<file path="src/hdl/rqr_pkg.sv">
// Package for the ready queue with removal: payload structs, command codes,
// state encoding and the link RAM control group. No dependencies.
package rqr_pkg;

  localparam int MAX_TASKS_DEF = 64;
  localparam int CMD_W         = 2;
  localparam int TASK_ID_W     = 6;
  localparam int COUNT_OUT_W   = 7;

  localparam logic [CMD_W-1:0] CMD_PUSH   = 2'd0;
  localparam logic [CMD_W-1:0] CMD_POP    = 2'd1;
  localparam logic [CMD_W-1:0] CMD_REMOVE = 2'd2;

  typedef struct packed {
    logic [CMD_W-1:0]     cmd;
    logic [TASK_ID_W-1:0] task_id;
  } rqr_in_t;

  typedef struct packed {
    logic                   accepted;
    logic                   popped_valid;
    logic [TASK_ID_W-1:0]   popped_id;
    logic [COUNT_OUT_W-1:0] queue_count;
  } rqr_out_t;

  typedef enum logic [1:0] {
    ST_CLEAR,
    ST_IDLE,
    ST_EXEC,
    ST_FIX
  } rqr_state_t;

  typedef struct packed {
    logic rd_en;
    logic next_we;
    logic prev_we;
  } rqr_ram_ctl_t;

endpackage

</file>
<file path="src/hdl/rqr_link_ram.sv">
// Link storage for the ready queue: next-link RAM and prev-link RAM, the
// latter carrying the in-queue flag as its top bit. Depends on rqr_pkg.
module rqr_link_ram #(
  parameter int MAX_TASKS = rqr_pkg::MAX_TASKS_DEF
) (
  input  logic                     clk,
  input  rqr_pkg::rqr_ram_ctl_t    ctl,
  input  logic [$clog2(MAX_TASKS)-1:0]   rd_addr,
  input  logic [$clog2(MAX_TASKS)-1:0]   next_waddr,
  input  logic [$clog2(MAX_TASKS+1)-1:0] next_wdata,
  input  logic [$clog2(MAX_TASKS)-1:0]   prev_waddr,
  input  logic [$clog2(MAX_TASKS+1):0]   prev_wdata,
  output logic [$clog2(MAX_TASKS+1)-1:0] next_rdata,
  output logic [$clog2(MAX_TASKS+1):0]   prev_rdata
);

  localparam int LINK_W = $clog2(MAX_TASKS + 1);

  logic [LINK_W-1:0] next_mem [MAX_TASKS];
  logic [LINK_W:0]   prev_mem [MAX_TASKS];

  always_ff @(posedge clk) begin
    if (ctl.next_we) begin
      next_mem[next_waddr] <= next_wdata;
    end
    if (ctl.rd_en) begin
      next_rdata <= next_mem[rd_addr];
    end
  end

  always_ff @(posedge clk) begin
    if (ctl.prev_we) begin
      prev_mem[prev_waddr] <= prev_wdata;
    end
    if (ctl.rd_en) begin
      prev_rdata <= prev_mem[rd_addr];
    end
  end

endmodule

</file>
<file path="src/hdl/ready_queue_with_removal.sv">
// Each command is accepted in ST_IDLE and executed in ST_EXEC; its result is registered
// when ST_EXEC executes with the result register free. A new request is taken only after
// the last one has executed; a remove of a task that has a successor also passes through
// ST_FIX for the deferred prev-link write, and a stalled result holds the block in ST_EXEC.
// Reset (rst_n low, synchronous): queue empties, then a clearing pass over all MAX_TASKS
// entries zeroes the in-queue flags; in_ready stays low during that pass.
module ready_queue_with_removal #(
  parameter int MAX_TASKS = rqr_pkg::MAX_TASKS_DEF
) (
  input  logic             clk,
  input  logic             rst_n,
  input  logic             in_valid,
  output logic             in_ready,
  input  rqr_pkg::rqr_in_t  in_data,
  output logic             out_valid,
  input  logic             out_ready,
  output rqr_pkg::rqr_out_t out_data
);

  localparam int IDX_W  = $clog2(MAX_TASKS);
  localparam int LINK_W = $clog2(MAX_TASKS + 1);
  // Link value that means "no task".
  localparam logic [LINK_W-1:0] NIL = LINK_W'(MAX_TASKS);

  rqr_pkg::rqr_state_t state_r, state_nxt;

  logic [IDX_W-1:0]  clr_idx_r, clr_idx_nxt;
  logic [LINK_W-1:0] head_r, head_nxt;
  logic [LINK_W-1:0] tail_r, tail_nxt;
  logic [LINK_W-1:0] count_r, count_nxt;
  logic [rqr_pkg::CMD_W-1:0]     cmd_r;
  logic [rqr_pkg::TASK_ID_W-1:0] id_r;
  // Deferred prev-link write of a remove: successor address and its new prev.
  logic [IDX_W-1:0]  fix_addr_r, fix_addr_nxt;
  logic [LINK_W-1:0] fix_data_r, fix_data_nxt;
  logic              out_valid_r;
  rqr_pkg::rqr_out_t out_data_r, res;

  rqr_pkg::rqr_ram_ctl_t ram_ctl;
  logic [IDX_W-1:0]  rd_addr, next_waddr, prev_waddr;
  logic [LINK_W-1:0] next_wdata, next_rdata;
  logic [LINK_W:0]   prev_wdata, prev_rdata;

  logic              accept, out_free, do_exec;
  logic              id_ok, flag;
  logic [LINK_W-1:0] id_link, tgt, p_link, n_link;
  logic [IDX_W-1:0]  id_addr;
  logic              push_go, pop_go, rem_go;

  rqr_link_ram #(
    .MAX_TASKS (MAX_TASKS)
  ) u_link_ram (
    .clk        (clk),
    .ctl        (ram_ctl),
    .rd_addr    (rd_addr),
    .next_waddr (next_waddr),
    .next_wdata (next_wdata),
    .prev_waddr (prev_waddr),
    .prev_wdata (prev_wdata),
    .next_rdata (next_rdata),
    .prev_rdata (prev_rdata)
  );

  assign in_ready  = (state_r == rqr_pkg::ST_IDLE);
  assign accept    = in_valid && in_ready;
  assign out_free  = !out_valid_r || out_ready;
  assign do_exec   = (state_r == rqr_pkg::ST_EXEC) && out_free;
  assign out_valid = out_valid_r;
  assign out_data  = out_data_r;

  // Decode the held request against the link words read at acceptance.
  assign id_ok   = (32'(id_r) < MAX_TASKS);
  assign id_link = LINK_W'(id_r);
  assign id_addr = IDX_W'(id_r);
  assign flag    = prev_rdata[LINK_W];
  assign tgt     = (cmd_r == rqr_pkg::CMD_POP) ? head_r : id_link;
  // The head's prev and the tail's next are not kept up to date; treat them as no task.
  assign p_link  = (tgt == head_r) ? NIL : prev_rdata[LINK_W-1:0];
  assign n_link  = (tgt == tail_r) ? NIL : next_rdata;

  assign push_go = (cmd_r == rqr_pkg::CMD_PUSH) && id_ok && !flag;
  assign pop_go  = (cmd_r == rqr_pkg::CMD_POP) && (head_r != NIL);
  assign rem_go  = (cmd_r == rqr_pkg::CMD_REMOVE) && id_ok && flag;

  // Next state.
  always_comb begin
    state_nxt = state_r;
    unique case (state_r)
      rqr_pkg::ST_CLEAR: begin
        if (clr_idx_r == IDX_W'(MAX_TASKS - 1)) begin
          state_nxt = rqr_pkg::ST_IDLE;
        end
      end
      rqr_pkg::ST_IDLE: begin
        if (in_valid) begin
          state_nxt = rqr_pkg::ST_EXEC;
        end
      end
      rqr_pkg::ST_EXEC: begin
        if (out_free) begin
          state_nxt = (rem_go && (n_link != NIL)) ? rqr_pkg::ST_FIX : rqr_pkg::ST_IDLE;
        end
      end
      rqr_pkg::ST_FIX: begin
        state_nxt = rqr_pkg::ST_IDLE;
      end
      default: begin
        state_nxt = rqr_pkg::ST_CLEAR;
      end
    endcase
  end

  // RAM accesses, list pointers and the result.
  always_comb begin
    ram_ctl       = '0;
    ram_ctl.rd_en = accept;
    rd_addr       = (in_data.cmd == rqr_pkg::CMD_POP) ? head_r[IDX_W-1:0]
                                                      : IDX_W'(in_data.task_id);
    next_waddr    = id_addr;
    next_wdata    = id_link;
    prev_waddr    = id_addr;
    prev_wdata    = {1'b0, NIL};
    head_nxt      = head_r;
    tail_nxt      = tail_r;
    count_nxt     = count_r;
    clr_idx_nxt   = clr_idx_r;
    fix_addr_nxt  = fix_addr_r;
    fix_data_nxt  = fix_data_r;

    unique case (state_r)
      rqr_pkg::ST_CLEAR: begin
        // Sweep the flag RAM, one entry per cycle.
        ram_ctl.prev_we = 1'b1;
        prev_waddr      = clr_idx_r;
        clr_idx_nxt     = clr_idx_r + IDX_W'(1);
      end
      rqr_pkg::ST_EXEC: begin
        if (do_exec) begin
          priority if (push_go) begin
            // Append: flag the task, link it behind the old tail.
            ram_ctl.prev_we = 1'b1;
            prev_wdata      = {1'b1, tail_r};
            if (tail_r != NIL) begin
              ram_ctl.next_we = 1'b1;
              next_waddr      = tail_r[IDX_W-1:0];
            end else begin
              head_nxt = id_link;
            end
            tail_nxt  = id_link;
            count_nxt = count_r + LINK_W'(1);
          end else if (pop_go) begin
            // Drop the head's flag and advance the head.
            ram_ctl.prev_we = 1'b1;
            prev_waddr      = head_r[IDX_W-1:0];
            head_nxt        = n_link;
            if (n_link == NIL) begin
              tail_nxt = NIL;
            end
            count_nxt = count_r - LINK_W'(1);
          end else if (rem_go) begin
            // Unlink: drop the flag, bridge predecessor to successor.
            ram_ctl.prev_we = 1'b1;
            if (p_link != NIL) begin
              ram_ctl.next_we = 1'b1;
              next_waddr      = p_link[IDX_W-1:0];
              next_wdata      = n_link;
            end else begin
              head_nxt = n_link;
            end
            if (n_link != NIL) begin
              fix_addr_nxt = n_link[IDX_W-1:0];
              fix_data_nxt = p_link;
            end else begin
              tail_nxt = p_link;
            end
            count_nxt = count_r - LINK_W'(1);
          end else begin
            count_nxt = count_r;
          end
        end
      end
      rqr_pkg::ST_FIX: begin
        // Second half of a remove: point the successor back at the predecessor.
        ram_ctl.prev_we = 1'b1;
        prev_waddr      = fix_addr_r;
        prev_wdata      = {1'b1, fix_data_r};
      end
      rqr_pkg::ST_IDLE: begin
        ram_ctl.prev_we = 1'b0;
      end
      default: begin
        ram_ctl.prev_we = 1'b0;
      end
    endcase

    res.accepted     = push_go || pop_go || rem_go;
    res.popped_valid = pop_go;
    res.popped_id    = pop_go ? rqr_pkg::TASK_ID_W'(head_r) : '0;
    res.queue_count  = rqr_pkg::COUNT_OUT_W'(count_nxt);
  end

  always_ff @(posedge clk) begin
    if (!rst_n) begin
      state_r     <= rqr_pkg::ST_CLEAR;
      clr_idx_r   <= '0;
      head_r      <= NIL;
      tail_r      <= NIL;
      count_r     <= '0;
      out_valid_r <= 1'b0;
    end else begin
      state_r   <= state_nxt;
      clr_idx_r <= clr_idx_nxt;
      head_r    <= head_nxt;
      tail_r    <= tail_nxt;
      count_r   <= count_nxt;
      if (do_exec) begin
        out_valid_r <= 1'b1;
      end else if (out_ready) begin
        out_valid_r <= 1'b0;
      end
    end
  end

  // Request hold, deferred write and result registers carry no reset.
  always_ff @(posedge clk) begin
    if (accept) begin
      cmd_r <= in_data.cmd;
      id_r  <= in_data.task_id;
    end
    fix_addr_r <= fix_addr_nxt;
    fix_data_r <= fix_data_nxt;
    if (do_exec) begin
      out_data_r <= res;
    end
  end

endmodule

</file>
<file path="config.mk">
export PLATFORM = sky130hd
export DESIGN_NAME = ready_queue_with_removal
export DESIGN_NICKNAME = d
export VERILOG_FILES = /design/src/hdl/rqr_pkg.sv /design/src/hdl/rqr_link_ram.sv /design/src/hdl/ready_queue_with_removal.sv
export SDC_FILE = /design/constraint.sdc
export NUM_CORES = 1
export LEC_CHECK = 0
export BUFFER_PORTS_ARGS = -buffer_cell sky130_fd_sc_hd__buf_2
export CORE_MARGIN = 2
export CORE_UTILIZATION = 45
export CTS_CLUSTER_SIZE = 14
export DETAILED_ROUTE_END_ITERATION = 10
export PLACE_DENSITY = 0.69
export SKIP_LAST_GASP = 1
export SLEW_MARGIN = 40
export SYNTH_ARGS = -nofsm -noshare
export SYNTH_HDL_FRONTEND = slang
export SYNTH_SLANG_ARGS = --single-unit
</file>
<file path="constraint.sdc">
create_clock -name clk -period 14.2 [get_ports clk]
set_input_delay 2.84 -clock clk [delete_from_list [all_inputs] [get_ports clk]]
set_output_delay 2.84 -clock clk [all_outputs]
set_load 0.05 [all_outputs]
</file>
# == After elaboration in Yosys (flattened, before gate mapping) ==
# Memories as Yosys holds them, arrays and structs flattened. A register that Yosys moved wholly into a read port is not among the register bits.
# Index checks and enable logic that the tools add are counted.
# op_classes
n_eq_ne,21
add_sub_neg,3
bitwise_logic,2
muxes,59
reduce_logical,20
# ops
operator,n
$mux W7,24
$mux W6,11
$ne A7 B7 Y1 const B,4
$pmux W6 S3,1
$mux W8,2
$pmux W8 S2,1
$eq A7 B7 Y1,2
$mux W2,7
$mux W1,11
$reduce_and A5 Y1,2
$ne A2 B2 Y1 const B,4
$pmux W2 S4,1
$add A7 B1 Y7 const B,1
$eq A7 B7 Y1 const B,1
$sub A7 B1 Y7 const B,1
$add A6 B1 Y6 const B,1
$eq A2 B1 Y1 const B,3
$eq A2 B2 Y1 const B,3
$eq A6 B6 Y1 const B,1
$logic_and A1 B1 Y1,6
$ne A3 B3 Y1 const B,2
$reduce_and A6 Y1,1
$logic_not A2 Y1,2
$logic_or A1 B1 Y1,3
other kinds (8),10
# totals
reg_bits,66
memories,2
inputBits,12
ramBits,960
# mem_list
name,depth,word_bits,rd,rd_clocked_by_memory_dff,wr,line_no,rtl
u_link_ram.prev_mem,64,8,1,1,1,rqr_link_ram.sv:20,logic [LINK_W:0] prev_mem [MAX_TASKS];
u_link_ram.next_mem,64,7,1,1,1,rqr_link_ram.sv:19,logic [LINK_W-1:0] next_mem [MAX_TASKS];

# == Logic depth before layout (Yosys ltp) ==
# depth
ltp_word,13
mapped_depth,12
ltp_nobuf,9

# == Modules after synthesis ==
# A second synthesis with hierarchy kept.
# hier_totals
cells_unflattened,2152
hier_area_um2,41482.3
# modules_own_cells
mod,n_inst,cells_per_inst,seq_area_each_um2,area_per_inst_um2
rqr_link_ram,1,1765,29278.1,37778.7
ready_queue_with_removal,1,387,1681.6,3703.6

# == Worst setup path before layout ==
# No wires, ideal clock.
# synth_timing
path_kind,input -> register
from,in out_ready
to,"mem u_link_ram.prev_mem[0][0] in the netlist's numbering, data pin"
required_ns,13.496
path_stages,4
path_buffers,1
setup_time_ns,0.704
arrival_ns,6.138
setup_slack_ns,7.359
path_cell_list,nand2b_1 clkbuf_1 nand3_1 o21ai_0
# synth_between
elab_chain_cells,4
# synth_rtl
item,line_no,rtl
from (decl),ready_queue_with_removal.sv:16,"input logic out_ready,"
$logic_or A1 B1 Y1,ready_queue_with_removal.sv:66,assign out_free = !out_valid_r || out_ready;
$logic_and A1 B1 Y1,ready_queue_with_removal.sv:67,assign do_exec = (state_r == rqr_pkg::ST_EXEC) && out_free;
$mux W8,ready_queue_with_removal.sv:138,if (do_exec) begin
$pmux W8 S2,ready_queue_with_removal.sv:130,unique case (state_r)
net prev_wdata[0],ready_queue_with_removal.sv:42,"logic [LINK_W:0] prev_wdata, prev_rdata;"
to (decl),rqr_link_ram.sv:20,
# The timed path passes the listed nets, and every way through them passes these cells.

# == Final worst setup path ==
# layout_timing
from,in out_ready
to,mem u_link_ram.prev_mem[25][3] in the netlist's numbering (enable)
# layout_between
elab_chain_cells,6
# layout_rtl
item,line_no,rtl
$logic_or A1 B1 Y1 (*),ready_queue_with_removal.sv:66,
$logic_and A1 B1 Y1 (*),ready_queue_with_removal.sv:67,
net do_exec,ready_queue_with_removal.sv:44,"logic accept, out_free, do_exec;"
$mux W2,ready_queue_with_removal.sv:138,
$pmux W1 S3,ready_queue_with_removal.sv:130,
$mux W1,rqr_link_ram.sv:32,if (ctl.prev_we) begin
$mux W1 (not written as such),rqr_link_ram.sv:33,prev_mem[prev_waddr] <= prev_wdata;
# Mark *: on every way through the listed nets, which the timed path passes. The rest lies on a longest branch.

==> impl_results.md <==
* Status: finished clean
* Kind of cell adding the most delay to the critical path: simple AND/OR/NAND/NOR gates
* Reg-to-Reg Start: u_link_ram.prev_rdata[7]$_DFFE_PP_
* Max Clock Skew at around 0.025 ns
* Drt pass-1 iters at 6
* CTS max path bufs at 3
* Max stage delay on crit path at 0.84 ns
* CTS Hold Bufs at 0
* Slowest CP cell: nor2_1
* Worst-path clk slew at 0.06 ns
* PortBufs at 28
* Synth Net Count at around 3100
* CTS tree: yes
* Global-route wire length before repair at 156.3 mm
* All-Layer GR Usage at 0.2111
* Core footprint at between 0.09 and 0.1 mm^2
* Final Slew Violations at 0
* Asr flop ratio synth at 0
* Synth area leaders: edfxtp_1, nand2_1, mux2i_1, nand3_1, a32oi_1
* Clk Latency, worst-skew pair at between 0.6 and 0.7 ns
* DR WL met2 at 47.36 mm
* Post-route ant nets at 0
* Post-detailed-route wirelength per cell at 23.94 um
* Synth area leader: edfxtp_1
* H-tree levels at 3
* IO Pins at 29
* Cell variety after synth at a little over 80
* Largest net degree at the start of global routing at around 170
* Initial antenna violation count at 2
* Die area at between 0.09 and 0.1 mm^2
* Placement Setup Slack at about 7.0 ns
* Cell leakage power at 15.41 nW
* Top_reg_cell synth: edfxtp_1
* Yosys warnings at 0
* Fin nets at 3038
* Worst Min Path Start: state_r[0]$_SDFFE_PN0P_
* DR iter-0 viols at around 3100
* Post-CTS setup buffer count at 0
* Synthesized flop and latch total at between 1000 and 1500
* Post-route cell area at between 0.04 and 0.05 mm^2
* Worst EP arrival at around 6.7 ns
* Hold Path Class: flip-flop to flip-flop
* Remaining Overflow, GRT at 0
* Final Hold Vio Count at 0
* Wl on met1 at about 44 mm
* Via count at 25869
* Core Rows at 112
* Layout overhead on the synthesized area at 10.66%
* Worst slew pin tran at roughly 0.91 ns
* CP Max Fanout at 18
* Cell Chain, Critical Path: buf_2 -> nand2b_1 -> nand2_1 -> inv_1 -> o31a_1 -> nor2_1 -> nor2b_1 -> nand2_1 -> nor2_1
* CTS root buf: clkbuf_16
* Post-synth top area share at 0.7175
* Synth Area per Inst at approximately 14 um^2
* Cts bufs inserted at 96
* Max Used Layer: met4
* Worst EP required at between 10 and 15 ns
* TritonCTS Sinks at between 1000 and 1500
* Tcrit/Tclk final at 0.4497
* Gpl congestion at ~0.9
* Hpwl dp at around 60 mm
* Die W at between 300 and 400 um
* Worst path buffer plus inverter count at 2
* Worst setup EP type: flip-flop
* Share of post-route cells with drive strength above 1 at 0.09748
* DR WL met3 at 10.05 mm
* Vias in the first global route at 24585
* DRC viols at 0
* RSZ-0062 raised after global routing: false
* # setup viols final at 0
* Routed vias/inst at around 5.9
* Die Ht at ~310 um
* Initial Util at 0.4540
* Clock period minus worst slack at between 6 and 7 ns
* Placed Area at around 0.044 mm^2
* Maxcap violations at 0
* N_diodes at 0
* Final worst setup slack at between 7 and 8 ns
* Sequential-to-total area share from yosys stat at 0.7317
* CP Class: input port to flip-flop
* Post-Syn Area at between 0.04 and 0.05 mm^2
* Syn Inst Count at around 3000
* Crit path launch: out_ready
* Cts repair resizes at 0
* Final WL at between 100 and 150 mm
* Count leader, synth: edfxtp_1
* Synth cell count leaders: edfxtp_1, nand2_1, nand3_1, mux2i_1, nor2_1
* Crit path launch type: input port
* PD cells at between 100 and 150 mW/mm^2
* Worst IR Drop VDD at between 0.08 and 0.09 mV
* Slew Limit Headroom at 0.3922
* Achievable frequency at approximately 160 MHz
* Sum Neg Setup Slack at 0 ns
* Post-synth EDFFs at 1011
sequential cells by signal, summed over array words and instances (netlist names):
register and cells:
head_r 7, id_addr 6, out_valid 1, fix_data_r 7
u_link_ram.next_mem 448, cmd_r 2, u_link_ram.prev_mem 512, out_data 15
tail_r 7, clr_idx_r 6, u_link_ram.prev_rdata 8, fix_addr_r 6
state_r 2, count_r 7, u_link_ram.next_rdata 7
cell usage in the layout, fill, tap and decap left out, types with 27 or more instances in the layout:
cell / count
nor2_1: 118
buf_2: 29
a32o_1: 30
clkbuf_16: 99
edfxtp_1: 1011
mux2i_1: 183
nand3_1: 210
a32oi_1: 90
a221oi_1: 35
a31oi_1: 99
dfxtp_1: 30
buf_4: 46
nand2_1: 667
nor3_2: 27
report_power, final:
group	internal, W	switching (W)
Clock	0.00137	0.00111
Sequential	0.00333	0.00000438
Combinational	0.0000792	0.000191
Total	0.00478	0.00130
logic make-up after synthesis:
family / count (synthesis) / share of synthesized area
buffers and inverters: 209 / 0.02360
multiplexers: 192 / 0.04595
AND/OR/NAND/NOR: 1167 / 0.1206
flip-flops: 1041 / 0.7317
XOR/XNOR: 24 / 0.004968
AO/OA/AOI/OAI: 389 / 0.07079
adder cells (fa/ha/maj): 8 / 0.002366
area by class of cell:
class,count,area (um^2)
Multi-Input combinational cell,1780,10630
Tap cell,1254,1569
Clock inverter,57,406.6
Fill cell,7643,46370
Sequential cell,1041,30960
Inverter,14,52.55
Clock buffer,121,2560
Timing Repair Buffer,85,648.1
final timing paths:
kind                                                to  slack, ns  depth (start not counted)
setup / recovery  u_link_ram.prev_mem[25][3]$_DFFE_PP_       7.81                          9
hold / removal                 state_r[0]$_SDFFE_PN0P_       0.53                          2
setup reg to reg  u_link_ram.next_mem[25][3]$_DFFE_PP_       9.60                          8
hold reg to reg                state_r[0]$_SDFFE_PN0P_       0.53                          2
layer usage:
metal	global-route usage	up-vias
met4	0.06752	0
met3	0.04385	193
met2	0.3185	1329
met5	0	-
li1	-	11478
met1	0.3071	12869
worst min-delay path, cell delays in order (launching register included):
cell     delay [ns]
dfxtp_1        0.35
nand2_1        0.07
a21oi_1        0.06
through the flow:
stage / utilization / hold WS [ns] / power, W / std cells
final: 0.5024 / 0.5286 / 0.006079 / 4352
after global routing: 0.5024 / 0.5565 / 0.006236 / 4352
after CTS: 0.5013 / 0.5313 / 0.006094 / 4348
after detailed placement: 0.4694 / 0.5155 / 0.003666 / 4170
after global placement: 0.4678 / 0.5070 / 0.003662 / 4169
after floorplan: - / 0.4713 / 0.003583 / 3030
Note: power is estimated with default switching activity, not from simulation.
